===== src/hw/rtl/vqbpd_pkg.sv =====
// ----------------------------------------------------------------------------
// vqbpd_pkg
// Shared constants for the vector-pointer decoder: command kinds, parser
// stages, register indexes and default configuration values.
// ----------------------------------------------------------------------------
package vqbpd_pkg;

    // default line pitch in pixels
    localparam int LINE_PITCH_DEF = 640;

    // field widths
    localparam int BYTE_W  = 8;
    localparam int BCNT_W  = 16;
    localparam int SRC_W   = 13;
    localparam int LEN_W   = 8;
    localparam int EXTRA_W = 7;
    localparam int FOFS_W  = 29;
    localparam int CBOFS_W = 20;
    localparam int BPL_W   = 8;
    localparam int BDIM_W  = 4;

    // command kinds, top 3 bits of the command word
    localparam logic [2:0] K_SKIP   = 3'd0;
    localparam logic [2:0] K_RUN    = 3'd1;
    localparam logic [2:0] K_LIST   = 3'd2;
    localparam logic [2:0] K_ONE    = 3'd3;
    localparam logic [2:0] K_ONE_T  = 3'd4;
    localparam logic [2:0] K_CNT    = 3'd5;
    localparam logic [2:0] K_CNT_T  = 3'd6;

    // parser stages
    localparam logic [1:0] PS_LOW   = 2'd0;
    localparam logic [1:0] PS_HIGH  = 2'd1;
    localparam logic [1:0] PS_COUNT = 2'd2;
    localparam logic [1:0] PS_EXTRA = 2'd3;

    // result kinds
    localparam logic RK_PLACE = 1'b0;
    localparam logic RK_UNDEF = 1'b1;

    // configuration register indexes
    localparam logic [1:0] REG_BPL = 2'd0;
    localparam logic [1:0] REG_BW  = 2'd1;
    localparam logic [1:0] REG_BH  = 2'd2;

    // configuration reset values
    localparam logic [BPL_W-1:0]  BPL_RST = 8'd160;
    localparam logic [BDIM_W-1:0] BW_RST  = 4'd4;
    localparam logic [BDIM_W-1:0] BH_RST  = 4'd2;

endpackage


===== src/hw/rtl/vq_block_pointer_decoder_core.sv =====
// ----------------------------------------------------------------------------
// vq_block_pointer_decoder_core
// Parses the vector-pointer byte stream and emits one run descriptor per
// block placement or undefined command, with pixel and codebook offsets.
// ----------------------------------------------------------------------------
// sequence: a placing byte steps through the 16-step restoring divider that
//   splits the block index into row and column, then two multiply states and
//   the finish state; the input stalls until the result is loaded. A byte with
//   no result is taken while idle; an undefined command goes to finish directly
// reset: asynchronous, clears parser, block counter and output valid, and
//   loads the configuration registers with their defaults
module vq_block_pointer_decoder_core
    import vqbpd_pkg::*;
#(
    parameter int LINE_PITCH = LINE_PITCH_DEF
)
(
    input  logic               clk,
    input  logic               rst_n,
    // configuration port
    input  logic               psel,
    input  logic               penable,
    input  logic               pwrite,
    input  logic [3:0]         paddr,
    input  logic [31:0]        pwdata,
    output logic [31:0]        prdata,
    output logic               pready,
    // input channel
    input  logic               in_valid,
    output logic               in_stall,
    input  logic [BYTE_W-1:0]  stream_byte,
    input  logic               frame_end,
    // output channel
    output logic               out_valid,
    input  logic               out_stall,
    output logic               kind,
    output logic [BCNT_W-1:0]  first_block,
    output logic [SRC_W-1:0]   source_block,
    output logic [LEN_W-1:0]   run_length,
    output logic               transparent,
    output logic [FOFS_W-1:0]  frame_offset,
    output logic [CBOFS_W-1:0] codebook_offset
);

    localparam int STRIDE_W = $clog2(LINE_PITCH + 1);
    localparam logic [STRIDE_W-1:0] STRIDE_C = STRIDE_W'(LINE_PITCH);
    localparam int COL_W  = BPL_W + BDIM_W;
    localparam int ROW_W  = BCNT_W + BDIM_W;
    localparam int AREA_W = 2 * BDIM_W;
    localparam int PROD_W = ROW_W + STRIDE_W;
    localparam int CB_W   = SRC_W + AREA_W;
    localparam int SUM_W  = (PROD_W > FOFS_W) ? PROD_W + 1 : FOFS_W + 1;
    localparam int CNT_W  = $clog2(BCNT_W);

    // sequencer states
    localparam logic [2:0] ST_IDLE   = 3'd0;
    localparam logic [2:0] ST_DIV    = 3'd1;
    localparam logic [2:0] ST_MUL1   = 3'd2;
    localparam logic [2:0] ST_MUL2   = 3'd3;
    localparam logic [2:0] ST_FINISH = 3'd4;

    logic [2:0]         state_reg, state_next;

    // configuration registers
    logic [BPL_W-1:0]   bpl_reg;
    logic [BDIM_W-1:0]  bw_reg;
    logic [BDIM_W-1:0]  bh_reg;

    // parser state
    logic [1:0]         stage_reg, stage_next;
    logic [BYTE_W-1:0]  low_reg, low_next;
    logic [SRC_W-1:0]   psrc_reg, psrc_next;
    logic               ptr_reg, ptr_next;
    logic [EXTRA_W-1:0] extra_reg, extra_next;
    logic [BCNT_W-1:0]  bcnt_reg, bcnt_next;

    // working registers of the current transaction
    logic               err_reg;
    logic [BCNT_W-1:0]  dst_reg;
    logic [SRC_W-1:0]   src_reg;
    logic [LEN_W-1:0]   len_reg;
    logic               tr_reg;
    logic [BCNT_W-1:0]  quo_reg;
    logic [BPL_W-1:0]   rem_reg;
    logic [BPL_W-1:0]   den_reg;
    logic [CNT_W-1:0]   cnt_reg;
    logic [COL_W-1:0]   col_reg;
    logic [ROW_W-1:0]   row_reg;
    logic [AREA_W-1:0]  area_reg;
    logic [PROD_W-1:0]  rowpix_reg;
    logic [CB_W-1:0]    cb_reg;

    // output register
    logic               out_valid_reg;
    logic               kind_reg;
    logic [BCNT_W-1:0]  first_reg;
    logic [SRC_W-1:0]   osrc_reg;
    logic [LEN_W-1:0]   olen_reg;
    logic               otr_reg;
    logic [FOFS_W-1:0]  fofs_reg;
    logic [CBOFS_W-1:0] cbofs_reg;

    logic               in_acc;
    logic               out_acc;
    logic               cfg_wr;
    logic               out_load;

    logic [15:0]        cmd;
    logic [2:0]         ckind;
    logic [5:0]         half;
    logic [EXTRA_W-1:0] pairs;
    logic [EXTRA_W-1:0] extra_dec;
    logic               start_run;
    logic               start_err;
    logic [SRC_W-1:0]   run_src;
    logic [LEN_W-1:0]   run_len;
    logic               run_tr;

    logic [BYTE_W:0]    div_shift;
    logic [BYTE_W+1:0]  div_diff;
    logic               div_borrow;
    logic [SUM_W-1:0]   fsum;

    assign in_stall  = (state_reg != ST_IDLE);
    assign in_acc    = in_valid && !in_stall;
    assign out_acc   = out_valid_reg && !out_stall;
    assign out_load  = (state_reg == ST_FINISH) && (!out_valid_reg || !out_stall);
    assign cfg_wr    = psel && penable && pwrite && pready;
    assign pready    = 1'b1;

    // configuration write
    always_ff @(posedge clk or negedge rst_n)
    begin
        if (!rst_n)
        begin
            bpl_reg <= BPL_RST;
            bw_reg  <= BW_RST;
            bh_reg  <= BH_RST;
        end
        else if (cfg_wr)
        begin
            case (paddr[3:2])
                REG_BPL: bpl_reg <= pwdata[BPL_W-1:0];
                REG_BW:  bw_reg  <= pwdata[BDIM_W-1:0];
                REG_BH:  bh_reg  <= pwdata[BDIM_W-1:0];
                default: ;
            endcase
        end
    end

    // configuration read
    always_comb
    begin
        case (paddr[3:2])
            REG_BPL: prdata = {24'd0, bpl_reg};
            REG_BW:  prdata = {28'd0, bw_reg};
            REG_BH:  prdata = {28'd0, bh_reg};
            default: prdata = 32'd0;
        endcase
    end

    // command decode
    assign cmd       = {stream_byte, low_reg};
    assign ckind     = cmd[15:13];
    assign half      = {1'b0, cmd[12:8]} + 6'd1;
    assign pairs     = {half, 1'b0};
    assign extra_dec = (extra_reg == '0) ? '0 : extra_reg - 7'd1;

    // parser and block counter
    always_comb
    begin
        stage_next = stage_reg;
        low_next   = low_reg;
        psrc_next  = psrc_reg;
        ptr_next   = ptr_reg;
        extra_next = extra_reg;
        bcnt_next  = bcnt_reg;
        start_run  = 1'b0;
        start_err  = 1'b0;
        run_src    = '0;
        run_len    = '0;
        run_tr     = 1'b0;
        if (in_acc)
        begin
            case (stage_reg)
                PS_LOW:
                begin
                    low_next   = stream_byte;
                    stage_next = PS_HIGH;
                end
                PS_HIGH:
                begin
                    stage_next = PS_LOW;
                    case (ckind)
                        K_SKIP:
                        begin
                            bcnt_next = bcnt_reg + {3'd0, cmd[12:0]};
                        end
                        K_RUN:
                        begin
                            start_run = 1'b1;
                            run_src   = {5'd0, cmd[7:0]};
                            run_len   = {1'b0, pairs};
                        end
                        K_LIST:
                        begin
                            start_run  = 1'b1;
                            run_src    = {5'd0, cmd[7:0]};
                            run_len    = 8'd1;
                            extra_next = pairs;
                            stage_next = PS_EXTRA;
                        end
                        K_ONE, K_ONE_T:
                        begin
                            start_run = 1'b1;
                            run_src   = cmd[12:0];
                            run_len   = 8'd1;
                            run_tr    = (ckind == K_ONE_T);
                        end
                        K_CNT, K_CNT_T:
                        begin
                            psrc_next  = cmd[12:0];
                            ptr_next   = (ckind == K_CNT_T);
                            stage_next = PS_COUNT;
                        end
                        default:
                        begin
                            start_err = 1'b1;
                        end
                    endcase
                end
                PS_COUNT:
                begin
                    stage_next = PS_LOW;
                    if (stream_byte != '0)
                    begin
                        start_run = 1'b1;
                        run_src   = psrc_reg;
                        run_len   = stream_byte;
                        run_tr    = ptr_reg;
                    end
                end
                default:
                begin
                    start_run  = 1'b1;
                    run_src    = {5'd0, stream_byte};
                    run_len    = 8'd1;
                    extra_next = extra_dec;
                    if (extra_dec == '0)
                    begin
                        stage_next = PS_LOW;
                    end
                end
            endcase
            if (start_run)
            begin
                bcnt_next = bcnt_reg + {8'd0, run_len};
            end
            // frame end drops any unfinished command
            if (frame_end)
            begin
                stage_next = PS_LOW;
                low_next   = '0;
                psrc_next  = '0;
                ptr_next   = 1'b0;
                extra_next = '0;
                bcnt_next  = '0;
            end
        end
    end

    always_ff @(posedge clk or negedge rst_n)
    begin
        if (!rst_n)
        begin
            stage_reg <= PS_LOW;
            low_reg   <= '0;
            psrc_reg  <= '0;
            ptr_reg   <= 1'b0;
            extra_reg <= '0;
            bcnt_reg  <= '0;
        end
        else
        begin
            stage_reg <= stage_next;
            low_reg   <= low_next;
            psrc_reg  <= psrc_next;
            ptr_reg   <= ptr_next;
            extra_reg <= extra_next;
            bcnt_reg  <= bcnt_next;
        end
    end

    // sequencer
    always_comb
    begin
        state_next = state_reg;
        case (state_reg)
            ST_IDLE:
            begin
                if (start_run)
                begin
                    state_next = ST_DIV;
                end
                else if (start_err)
                begin
                    state_next = ST_FINISH;
                end
            end
            ST_DIV:
            begin
                if (cnt_reg == '0)
                begin
                    state_next = ST_MUL1;
                end
            end
            ST_MUL1:   state_next = ST_MUL2;
            ST_MUL2:   state_next = ST_FINISH;
            ST_FINISH:
            begin
                if (out_load)
                begin
                    state_next = ST_IDLE;
                end
            end
            default:   state_next = ST_IDLE;
        endcase
    end

    always_ff @(posedge clk or negedge rst_n)
    begin
        if (!rst_n)
        begin
            state_reg <= ST_IDLE;
        end
        else
        begin
            state_reg <= state_next;
        end
    end

    // restoring divider step: one quotient bit per cycle
    assign div_shift  = {rem_reg, quo_reg[BCNT_W-1]};
    assign div_diff   = {1'b0, div_shift} - {2'b00, den_reg};
    assign div_borrow = div_diff[BYTE_W+1];

    // working registers
    always_ff @(posedge clk)
    begin
        case (state_reg)
            ST_IDLE:
            begin
                dst_reg <= bcnt_reg;
                quo_reg <= bcnt_reg;
                rem_reg <= '0;
                den_reg <= (bpl_reg == '0) ? 8'd1 : bpl_reg;
                cnt_reg <= CNT_W'(BCNT_W - 1);
                err_reg <= start_err;
                src_reg <= run_src;
                len_reg <= run_len;
                tr_reg  <= run_tr;
                if (start_err)
                begin
                    col_reg    <= '0;
                    rowpix_reg <= '0;
                    cb_reg     <= '0;
                end
            end
            ST_DIV:
            begin
                quo_reg <= {quo_reg[BCNT_W-2:0], !div_borrow};
                rem_reg <= div_borrow ? div_shift[BYTE_W-1:0] : div_diff[BYTE_W-1:0];
                cnt_reg <= cnt_reg - CNT_W'(1);
            end
            ST_MUL1:
            begin
                col_reg  <= COL_W'(rem_reg) * COL_W'(bw_reg);
                row_reg  <= ROW_W'(quo_reg) * ROW_W'(bh_reg);
                area_reg <= AREA_W'(bw_reg) * AREA_W'(bh_reg);
            end
            ST_MUL2:
            begin
                rowpix_reg <= PROD_W'(row_reg) * PROD_W'(STRIDE_C);
                cb_reg     <= CB_W'(src_reg) * CB_W'(area_reg);
            end
            default: ;
        endcase
    end

    // frame offset: column plus row times stride
    assign fsum = SUM_W'(col_reg) + SUM_W'(rowpix_reg);

    // output register
    always_ff @(posedge clk or negedge rst_n)
    begin
        if (!rst_n)
        begin
            out_valid_reg <= 1'b0;
        end
        else if (out_load)
        begin
            out_valid_reg <= 1'b1;
        end
        else if (out_acc)
        begin
            out_valid_reg <= 1'b0;
        end
    end

    always_ff @(posedge clk)
    begin
        if (out_load)
        begin
            kind_reg  <= err_reg ? RK_UNDEF : RK_PLACE;
            first_reg <= dst_reg;
            osrc_reg  <= src_reg;
            olen_reg  <= len_reg;
            otr_reg   <= tr_reg;
            fofs_reg  <= fsum[FOFS_W-1:0];
            cbofs_reg <= {cb_reg[CBOFS_W-2:0], 1'b0};
        end
    end

    assign out_valid       = out_valid_reg;
    assign kind            = kind_reg;
    assign first_block     = first_reg;
    assign source_block    = osrc_reg;
    assign run_length      = olen_reg;
    assign transparent     = otr_reg;
    assign frame_offset    = fofs_reg;
    assign codebook_offset = cbofs_reg;

    // divisor is never zero while dividing
    assert property (@(posedge clk) disable iff (!rst_n)
        state_reg == ST_DIV |-> den_reg != '0)
        else $error("divider started with zero divisor");

    // finished division reproduces the block index
    assert property (@(posedge clk) disable iff (!rst_n)
        state_reg == ST_MUL1 |->
            (rem_reg < den_reg) &&
            (24'(quo_reg) * 24'(den_reg) + 24'(rem_reg) == 24'(dst_reg)))
        else $error("divider result inconsistent");

    // extra source bytes are only taken while some remain
    assert property (@(posedge clk) disable iff (!rst_n)
        in_acc && stage_reg == PS_EXTRA |-> extra_reg != '0)
        else $error("extra source byte with empty count");

    // a result appears only from the finish state
    assert property (@(posedge clk) disable iff (!rst_n)
        $rose(out_valid_reg) |-> $past(state_reg) == ST_FINISH)
        else $error("result loaded outside finish state");

endmodule


===== config.mk =====
export PLATFORM = sky130hd
export DESIGN_NAME = vq_block_pointer_decoder_core
export DESIGN_NICKNAME = d
export VERILOG_FILES = /design/src/hw/rtl/vqbpd_pkg.sv /design/src/hw/rtl/vq_block_pointer_decoder_core.sv
export SDC_FILE = /design/constraint.sdc
export NUM_CORES = 1
export LEC_CHECK = 0
export ABC_AREA = 1
export BUFFER_PORTS_ARGS = -buffer_cell sky130_fd_sc_hd__buf_2
export CAP_MARGIN = 20
export CORE_MARGIN = 1
export CORE_UTILIZATION = 40
export CTS_CLUSTER_SIZE = 10
export DETAILED_ROUTE_END_ITERATION = 16
export MAX_ROUTING_LAYER = met4
export PLACE_DENSITY_LB_ADDON = 0.08
export SETUP_SLACK_MARGIN = 0.02
export SKIP_LAST_GASP = 1
export SYNTH_ARGS = -nofsm -noshare
export SYNTH_HDL_FRONTEND = slang
export SYNTH_SLANG_ARGS = --single-unit

===== constraint.sdc =====
create_clock -name clk -period 9.6 [get_ports clk]
set_input_delay 0.48 -clock clk [delete_from_list [all_inputs] [get_ports clk]]
set_output_delay 0.48 -clock clk [all_outputs]
set_load 0.03 [all_outputs]

-- Word level (Yosys, flattened, before mapping)
Index checks and enable logic that the tools add are counted.
- register bits: 317
- input bits: 52
- output and inout bits: 123
- logic and storage cells: 169
- add/subtract/negate cells: 7
- multipliers: 5
- eq/ne operators: 20
- muxes and demuxes: 57
- reductions and logical operators: 48
- operators with widths (kind ; count):
    $mux 16 ; 4
    $pmux 29 s2 ; 1
    $mux 13 ; 4
    $pmux 8 s3 ; 2
    $mux 8 ; 5
    $pmux 13 s3 ; 1
    $pmux 19 s2 ; 1
    $pmux 16 s2 ; 1
    $add 12x29->29 ; 1
    $mux 29 ; 1
    $pmux 7 s2 ; 2
    $pmux 13 s2 ; 1
    $pmux 12 s2 ; 1
    $mul 20x3->22 const B ; 1
    $mux 7 ; 3
    $mul 16x4->20 ; 1
    $mul 13x8->19 ; 1
    $mux 19 ; 1
    $add 16x13->16 ; 1
    $add 16x8->16 ; 1
    $pmux 8 s2 ; 1
    $mux 1 ; 15
    $pmux 3 s5 ; 1
    $logic_not 7->1 ; 2
    40 further kinds ; 84

-- Depth between registers and ports, before layout
Gate-level depths: netlist of the first run.
- depth in word-level cells: 8
- mapped depth: 23
- depth with buffers taken out: 22

-- Worst setup path before layout of the first run
No wires, ideal clock.
- path type: register to register
- start: reg state_reg[1]
- end: reg cbofs_reg[10], in the netlist codebook_offset[10] (enable)
- library setup time: 561 ps
- arrival: 4913 ps
- required time: 9039 ps
- slack: 4126 ps
- stages on the path, launching flop included: 6
- buffers on the path: 0
- clock period less this slack: 5474 ps
- path through: dfrtp_1 -> inv_1 -> nand2_1 -> nor2_1 -> inv_1 -> a21oi_1
- longest elaborated chain between the ends: 2
- RTL lines (what ; RTL line ; RTL):
    start, declared ; vq_block_pointer_decoder_core.sv:62 ; logic [2:0] state_reg, state_next;
    start signal, assigned ; vq_block_pointer_decoder_core.sv:338 ; state_reg <= state_next;
    $eq 3x3->1 ; vq_block_pointer_decoder_core.sv:127 ; assign out_load = (state_reg == ST_FINISH) && (!out_valid_reg || !out_stall);
    $logic_and 1x1->1 ; vq_block_pointer_decoder_core.sv:127 ;
    via out_load ; vq_block_pointer_decoder_core.sv:106 ; logic out_load;
    end signal, assigned ; vq_block_pointer_decoder_core.sv:420 ; cbofs_reg <= {cb_reg[CBOFS_W-2:0], 1'b0};
    end, declared ; vq_block_pointer_decoder_core.sv:101 ; logic [CBOFS_W-1:0] cbofs_reg;
The timed path passes the listed nets, and every way through them passes these cells.
A chain may end at the register's enable or synchronous reset.

-- Final worst setup path of the first run
- start: reg area_reg[5]
- end: reg cb_reg[13] (data pin)
- longest elaborated chain between the ends: 2
- RTL lines (what ; RTL line ; RTL):
    start, declared ; vq_block_pointer_decoder_core.sv:89 ; logic [AREA_W-1:0] area_reg;
    start signal, assigned ; vq_block_pointer_decoder_core.sv:379 ; area_reg <= AREA_W'(bw_reg) * AREA_W'(bh_reg);
    $mul 13x8->19 ; vq_block_pointer_decoder_core.sv:384 ; cb_reg <= CB_W'(src_reg) * CB_W'(area_reg);
    $pmux 19 s2 ; vq_block_pointer_decoder_core.sv:350 ; case (state_reg)
    end signal, assigned ; vq_block_pointer_decoder_core.sv:384 ;
    end, declared ; vq_block_pointer_decoder_core.sv:91 ; logic [CB_W-1:0] cb_reg;
No other way between the ends.

==> metrics, run 1 <==
TritonRoute pass-1 iters=5; die width=235 microns; static leakage=0.0121 uW; Initial Util=40.8%; die span in y=235 microns; share of layout cells above drive strength 1=9.32%; Seq/Total Area, Yosys=41.4%; antenna-violating nets left=0; internal power=4240 uW; TNS Setup=0 ns; post-CTS sizing=0; ys async rst share=21.6%; CP Cell Sequence=nand2_1, inv_1, fa_1, fa_1, fa_1, inv_1, fa_1, inv_1, ha_1, a21oi_1, o21ai_0, a21oi_1, o21bai_1, nor2_1, nor2_1; CP Data Required Time=9.91 ns; critical path class=register to register; Final Max Tran Viols=0; pre-CTS setup slack=5.06 ns; Final nets=2871; gate count of the mapped netlist=2445; CTS Hold Bufs=0; post-detail-place hpwl=37.6 mm; Clock Power Share=16.5%; Setup Buffers After CTS=0; Worst VDD drop=0.261 mV; Worst path max stage delay=0.71 ns; Tightest Pin Transition=0.928 ns; clock root cell=clkbuf_16; Sequential Power Share=29.5%; final worst-path setup slack=5.06 ns; n_diodes=0; CTS tree=yes; vias in the first global route=15700; vias post-DR=15800; clock-pin slew of the registers on the worst-case setup and hold paths=0.05 ns; final hold violation count=0; I/O Buffers=122; highest-delay cell along the critical path=edfxtp_1; Core Region=53100 sq um; final wirelength=49.8 mm; status=finished, final reports clean; Total GRT Usage=18.8%; starting DRC count in detailed routing=951; ranking of synthesized cells by area=edfxtp_1 34%, nand2_1 11%, fa_1 10%; Synth Flop Type=edfxtp_1; number of placement rows=84; area leader, netlist=edfxtp_1; max FFs per register=29; total power=8090 uW; Remaining Overflow, GRT=0; top post-synthesis cells by count=614 x nand2_1, 447 x inv_1, 243 x edfxtp_1; DR WL/cell=15.3 microns; Logic pwr share=54.0%; Num Clock Sinks=310; endpoints failing setup=0; Critical Path Fanout Max=13; drt via density=4.84; Min-Delay Path Class=primary input to async pin; Yosys cell types=56; RSZ-0062 raised after global routing=no; flop and latch count out of synthesis=310; # DRC=0; power density cells=338 nW/um^2; # IOs=175; H-tree depth=2; initial antenna violation count=0; CTS max path bufs=3; number of synthesized flops with an enable pin=243; Area Overhead vs Synth=10.6%; RePlAce Congestion=0.883; Num CTS Buffers=39; post-route clock period utilization=47.3%; first-pass GRT wire length=81.5 mm; Psw=3850 uW; Ys Warns=0; die area=55100 sq um; Clk Latency, worst-skew pair=0.57 ns; switch share=47.6%; post-placement cell count=3196; Max Cap Viol=0; Worst path most repeated cell=fa_1; Clock Skews=0.0283 ns; fmax=0.220 GHz; top cell type's share of synthesized area=33.7%; Worst setup EP type=register; syn_area_per_cell=8.86 sq um; Syn Std Cell Area=21700 sq um; largest net degree at the start of global routing=68; fin cells=3262; fin crit period=4.54 ns; count leader, synth=nand2_1; Critical Path Start Type=register; CP arrival=4.85 ns; Slew Limit Headroom=38.2%
==> cell usage in the layout, fill, tap and decap left out, drive strengths merged, types with 7 or more instances in the layout <==
cell type,Yosys,layout
xnor2,17,17
nor3,19,19
a31oi,14,14
o21bai,12,12
o22ai,10,10
inv,459,462
a21o,7,7
fa,113,113
nand4,18,18
clkbuf,53,57
xor2,40,40
nor2,152,152
o31ai,12,12
edfxtp,243,243
ha,157,157
conb,2,26
nand3,109,109
buf,38,130
dfrtp,63,63
o21a,7,7
a21oi,124,124
o21ai,118,118
nand2,632,632
==> power by group through the flow <==
stage / registers, uW / logic [uW] / clock network (uW)
final: 2390 / 4360 / 1340
after global routing: 2440 / 5120 / 1430
after CTS: 2390 / 4440 / 1390
after detailed placement: 2410 / 4400 / 0
after global placement: 2410 / 4390 / 0
after floorplan: 2370 / 3330 / 0
==> routing by layer <==
metal / global-route usage (%) / routed length, microns / vias to the layer above
met5: - / 0 / -
met4: 5.22 / 1140 / 0
met3: 2.19 / 1700 / 78
met2: 29.8 / 22500 / 284
met1: 25.5 / 24500 / 7432
li1: - / - / 7978
==> through the flow <==
step | instance area (sq um) | hold WS, ns | util [%]
2_1_floorplan | 21800 | 0.184 | -
3_3_place_gp | 22800 | 0.402 | 42.9
3_5_place_dp | 22800 | 0.405 | 42.9
4_1_cts | 23900 | 0.134 | 45.1
5_1_grt | 23900 | 0.166 | 45.1
6_report | 23900 | 0.112 | 45.1
==> worst max-delay path, delay by kind of cell, from the launching register on <==
kind | cells | cell delay, ns
compound gates | 4 | 0.67
buf+inv | 3 | 0.20
simple gates | 3 | 0.24
fa+ha+maj | 5 | 2.45
flops | 1 | 0.71
==> path summary, 6_finish.rpt <==
kind,slack [ns],endpoint,start,cells past startpoint
min in group clk,0.17,bpl_reg[7],pwdata[7],3
max in group asynchronous,8.85,bpl_reg[4],rst_n,2
worst max register to register,5.06,cb_reg[13],area_reg[5],15
worst max-delay path,5.06,cb_reg[13],area_reg[5],15
worst min register to register,0.42,codebook_offset[1],cb_reg[0],0
worst min-delay path,0.11,extra_reg[3],rst_n,2
==> layout make-up <==
class | instances | area (sq um)
clock buffers | 57 | 1070
clock inverters | 9 | 80.1
fillers | 5230 | 29100
inverters | 460 | 1730
multi-input cells | 1608 | 10600
flip-flops and latches | 310 | 8980
well taps | 688 | 861
repair buffers | 130 | 671
==> kinds of logic after synthesis <==
kind of cell             count (synthesis)  share of synthesized area, %
AND/OR/NAND/NOR                        939                          17.9
buffers and inverters                  551                          10.4
AO/OA/AOI/OAI                          316                          8.43
flip-flops                             310                          41.4
adder cells (fa/ha/maj)                270                          19.5
XOR/XNOR                                57                          2.30
other                                    2                        0.0347
No activity file was read; power rests on OpenSTA's default activity.
==> inputs of run 2 (changes only) <==
clock period = 4.6 ns   (was 9.6 ns; I/O delays follow)
==> run 2 against run 1 <==
  * Total power rose by 110%
  * Wire length rose by 1.3%
  * First-iteration DRC count rose by 1.5%
  * Flip-flop and latch count did not move
==> metrics, run 2 (same netlist as run 1, synthesis figures left out) <==
status=finished, final reports clean; Area Overhead vs Synth=12.6%; final wirelength=50.4 mm; Tightest Pin Transition=0.962 ns; endpoints failing setup=0; post-detail-place hpwl=38.3 mm; commonest non-fill, non-tap cell in the layout=nand2_1; DR WL/cell=15.2 microns; Critical Path Start Type=register; # DRC=0; CP Cell Sequence=buf_12, nand2_1, inv_1, fa_1, inv_1, fa_1, inv_1, fa_1, inv_1, fa_1, inv_1, ha_2, nand2_1, nor2_2, nand3_1, a21oi_1, nor2_1; Worst VDD drop=0.766 mV; die width=235 microns; initial antenna violation count=0; TNS Setup=0 ns; pre-CTS setup slack=0.157 ns; number of placement rows=84; die span in y=235 microns; critical path class=register to register; n_diodes=0; Worst path max stage delay=0.53 ns; Num Clock Sinks=310; fmax=0.230 GHz; Initial Util=40.8%; Total GRT Usage=18.9%; starting DRC count in detailed routing=965; post-route clock period utilization=94.7%; # IOs=175; Worst path most repeated cell=inv_1; Remaining Overflow, GRT=0; internal power=9100 uW; CTS max path bufs=3; CP arrival=4.65 ns; Psw=8240 uW; Clk Latency, worst-skew pair=0.56 ns; RePlAce Congestion=0.906; CTS tree=yes; CP Data Required Time=4.89 ns; vias in the first global route=15700; fin crit period=4.36 ns; final hold violation count=0; Final Cell Area=24400 sq um; H-tree depth=2; Clock Skews=0.0340 ns; highest-delay cell along the critical path=edfxtp_1; share of layout cells above drive strength 1=11.0%; hold_ws=0.0477 ns; CP bufs+invs=6; Num CTS Buffers=40; switch share=47.5%; drt via density=4.80; Clock Power Share=16.4%; die area=55100 sq um; DP Area=22900 sq um; vias post-DR=15900; Min-Delay Path Class=primary input to register; Worst setup EP type=register; Sequential Power Share=28.2%; crit-path leading delay family=adder cells; RSZ-0062 raised after global routing=yes; first-pass GRT wire length=82.1 mm; Util after Layout=46.0%; static leakage=0.0123 uW; I/O Buffers=122; clock root cell=clkbuf_16; Slew Limit Headroom=35.6%; Critical Path Fanout Max=7; TritonRoute pass-1 iters=5; Final Max Tran Viols=0; most frequent cells in the layout=612 x nand2_1, 447 x inv_1, 243 x edfxtp_1, 155 x ha_1, 145 x nor2_1; Logic pwr share=55.4%; clock-pin slew of the registers on the worst-case setup and hold paths=0.06 ns; max FFs per register=29; antenna-violating nets left=0; Final nets=2916; power density cells=711 nW/um^2; Max Cap Viol=0; final worst-path setup slack=0.244 ns; Core Region=53100 sq um; largest net degree at the start of global routing=51
==> run 2: path summary, 6_finish.rpt <==
kind	startpoint	end	slack (ns)	cells after the start
setup / recovery	area_reg[5]	cb_reg[16]	0.24	17
hold / removal	stream_byte[5]	low_reg[5]	0.05	3
setup reg to reg	area_reg[5]	cb_reg[16]	0.24	17
hold reg to reg	cb_reg[3]	codebook_offset[4]	0.41	0
max in group asynchronous	rst_n	bpl_reg[2]	3.38	3
min in group asynchronous	rst_n	extra_reg[4]	0.17	2
==> run 2: power by group through the flow <==
| stage | clock network [uW] | registers (uW) | logic, uW |
|---|---|---|---|
| 2_1_floorplan | 0 | 4930 | 6940 |
| 3_3_place_gp | 0 | 4950 | 9320 |
| 3_5_place_dp | 0 | 4950 | 9310 |
| 4_1_cts | 2950 | 4920 | 9420 |
| 5_1_grt | 3040 | 4990 | 11100 |
| 6_report | 2850 | 4880 | 9610 |
==> run 2: routing by layer <==
metal,global-route usage (%),share of wire [%],routed length (microns)
met1,25.7,49,24700
met2,29.8,45,22800
met3,2.16,3.4,1690
met4,5.56,2.4,1210
met5,-,0,0
==> run 2: layout make-up <==
cell class              instances  area (sq um)
multi-input cells            1608         10600
flip-flops and latches        310          8980
clock inverters                12          98.8
clock buffers                  55          1080
inverters                     460          1730
well taps                     688           861
fillers                      5217         28700
repair buffers                174          1060
==> run 2: repair_timing <==
item,in CTS,in global routing
hold buffers,10,0
buffers inserted,0,19
gates resized for setup,0,13
endpoints found under the hold margin,36,0
endpoints found under the setup margin,0,7
==> run 2: metrics by stage <==
stage	cells	total power (uW)
2_1_floorplan	2469	11900
6_report	3307	17300
4_1_cts	3288	17300
3_5_place_dp	3211	14300
3_3_place_gp	3211	14300
5_1_grt	3307	19100
==> run 2: worst register-to-register path: cells and delay by family, from the launching register on <==
family	cells	cell delay, ns
adders and majority gates	5	2.43
and+or+nand+nor	5	0.52
AOI/OAI and AO/OA	1	0.17
buffers and inverters	6	0.46
DFF	1	0.53
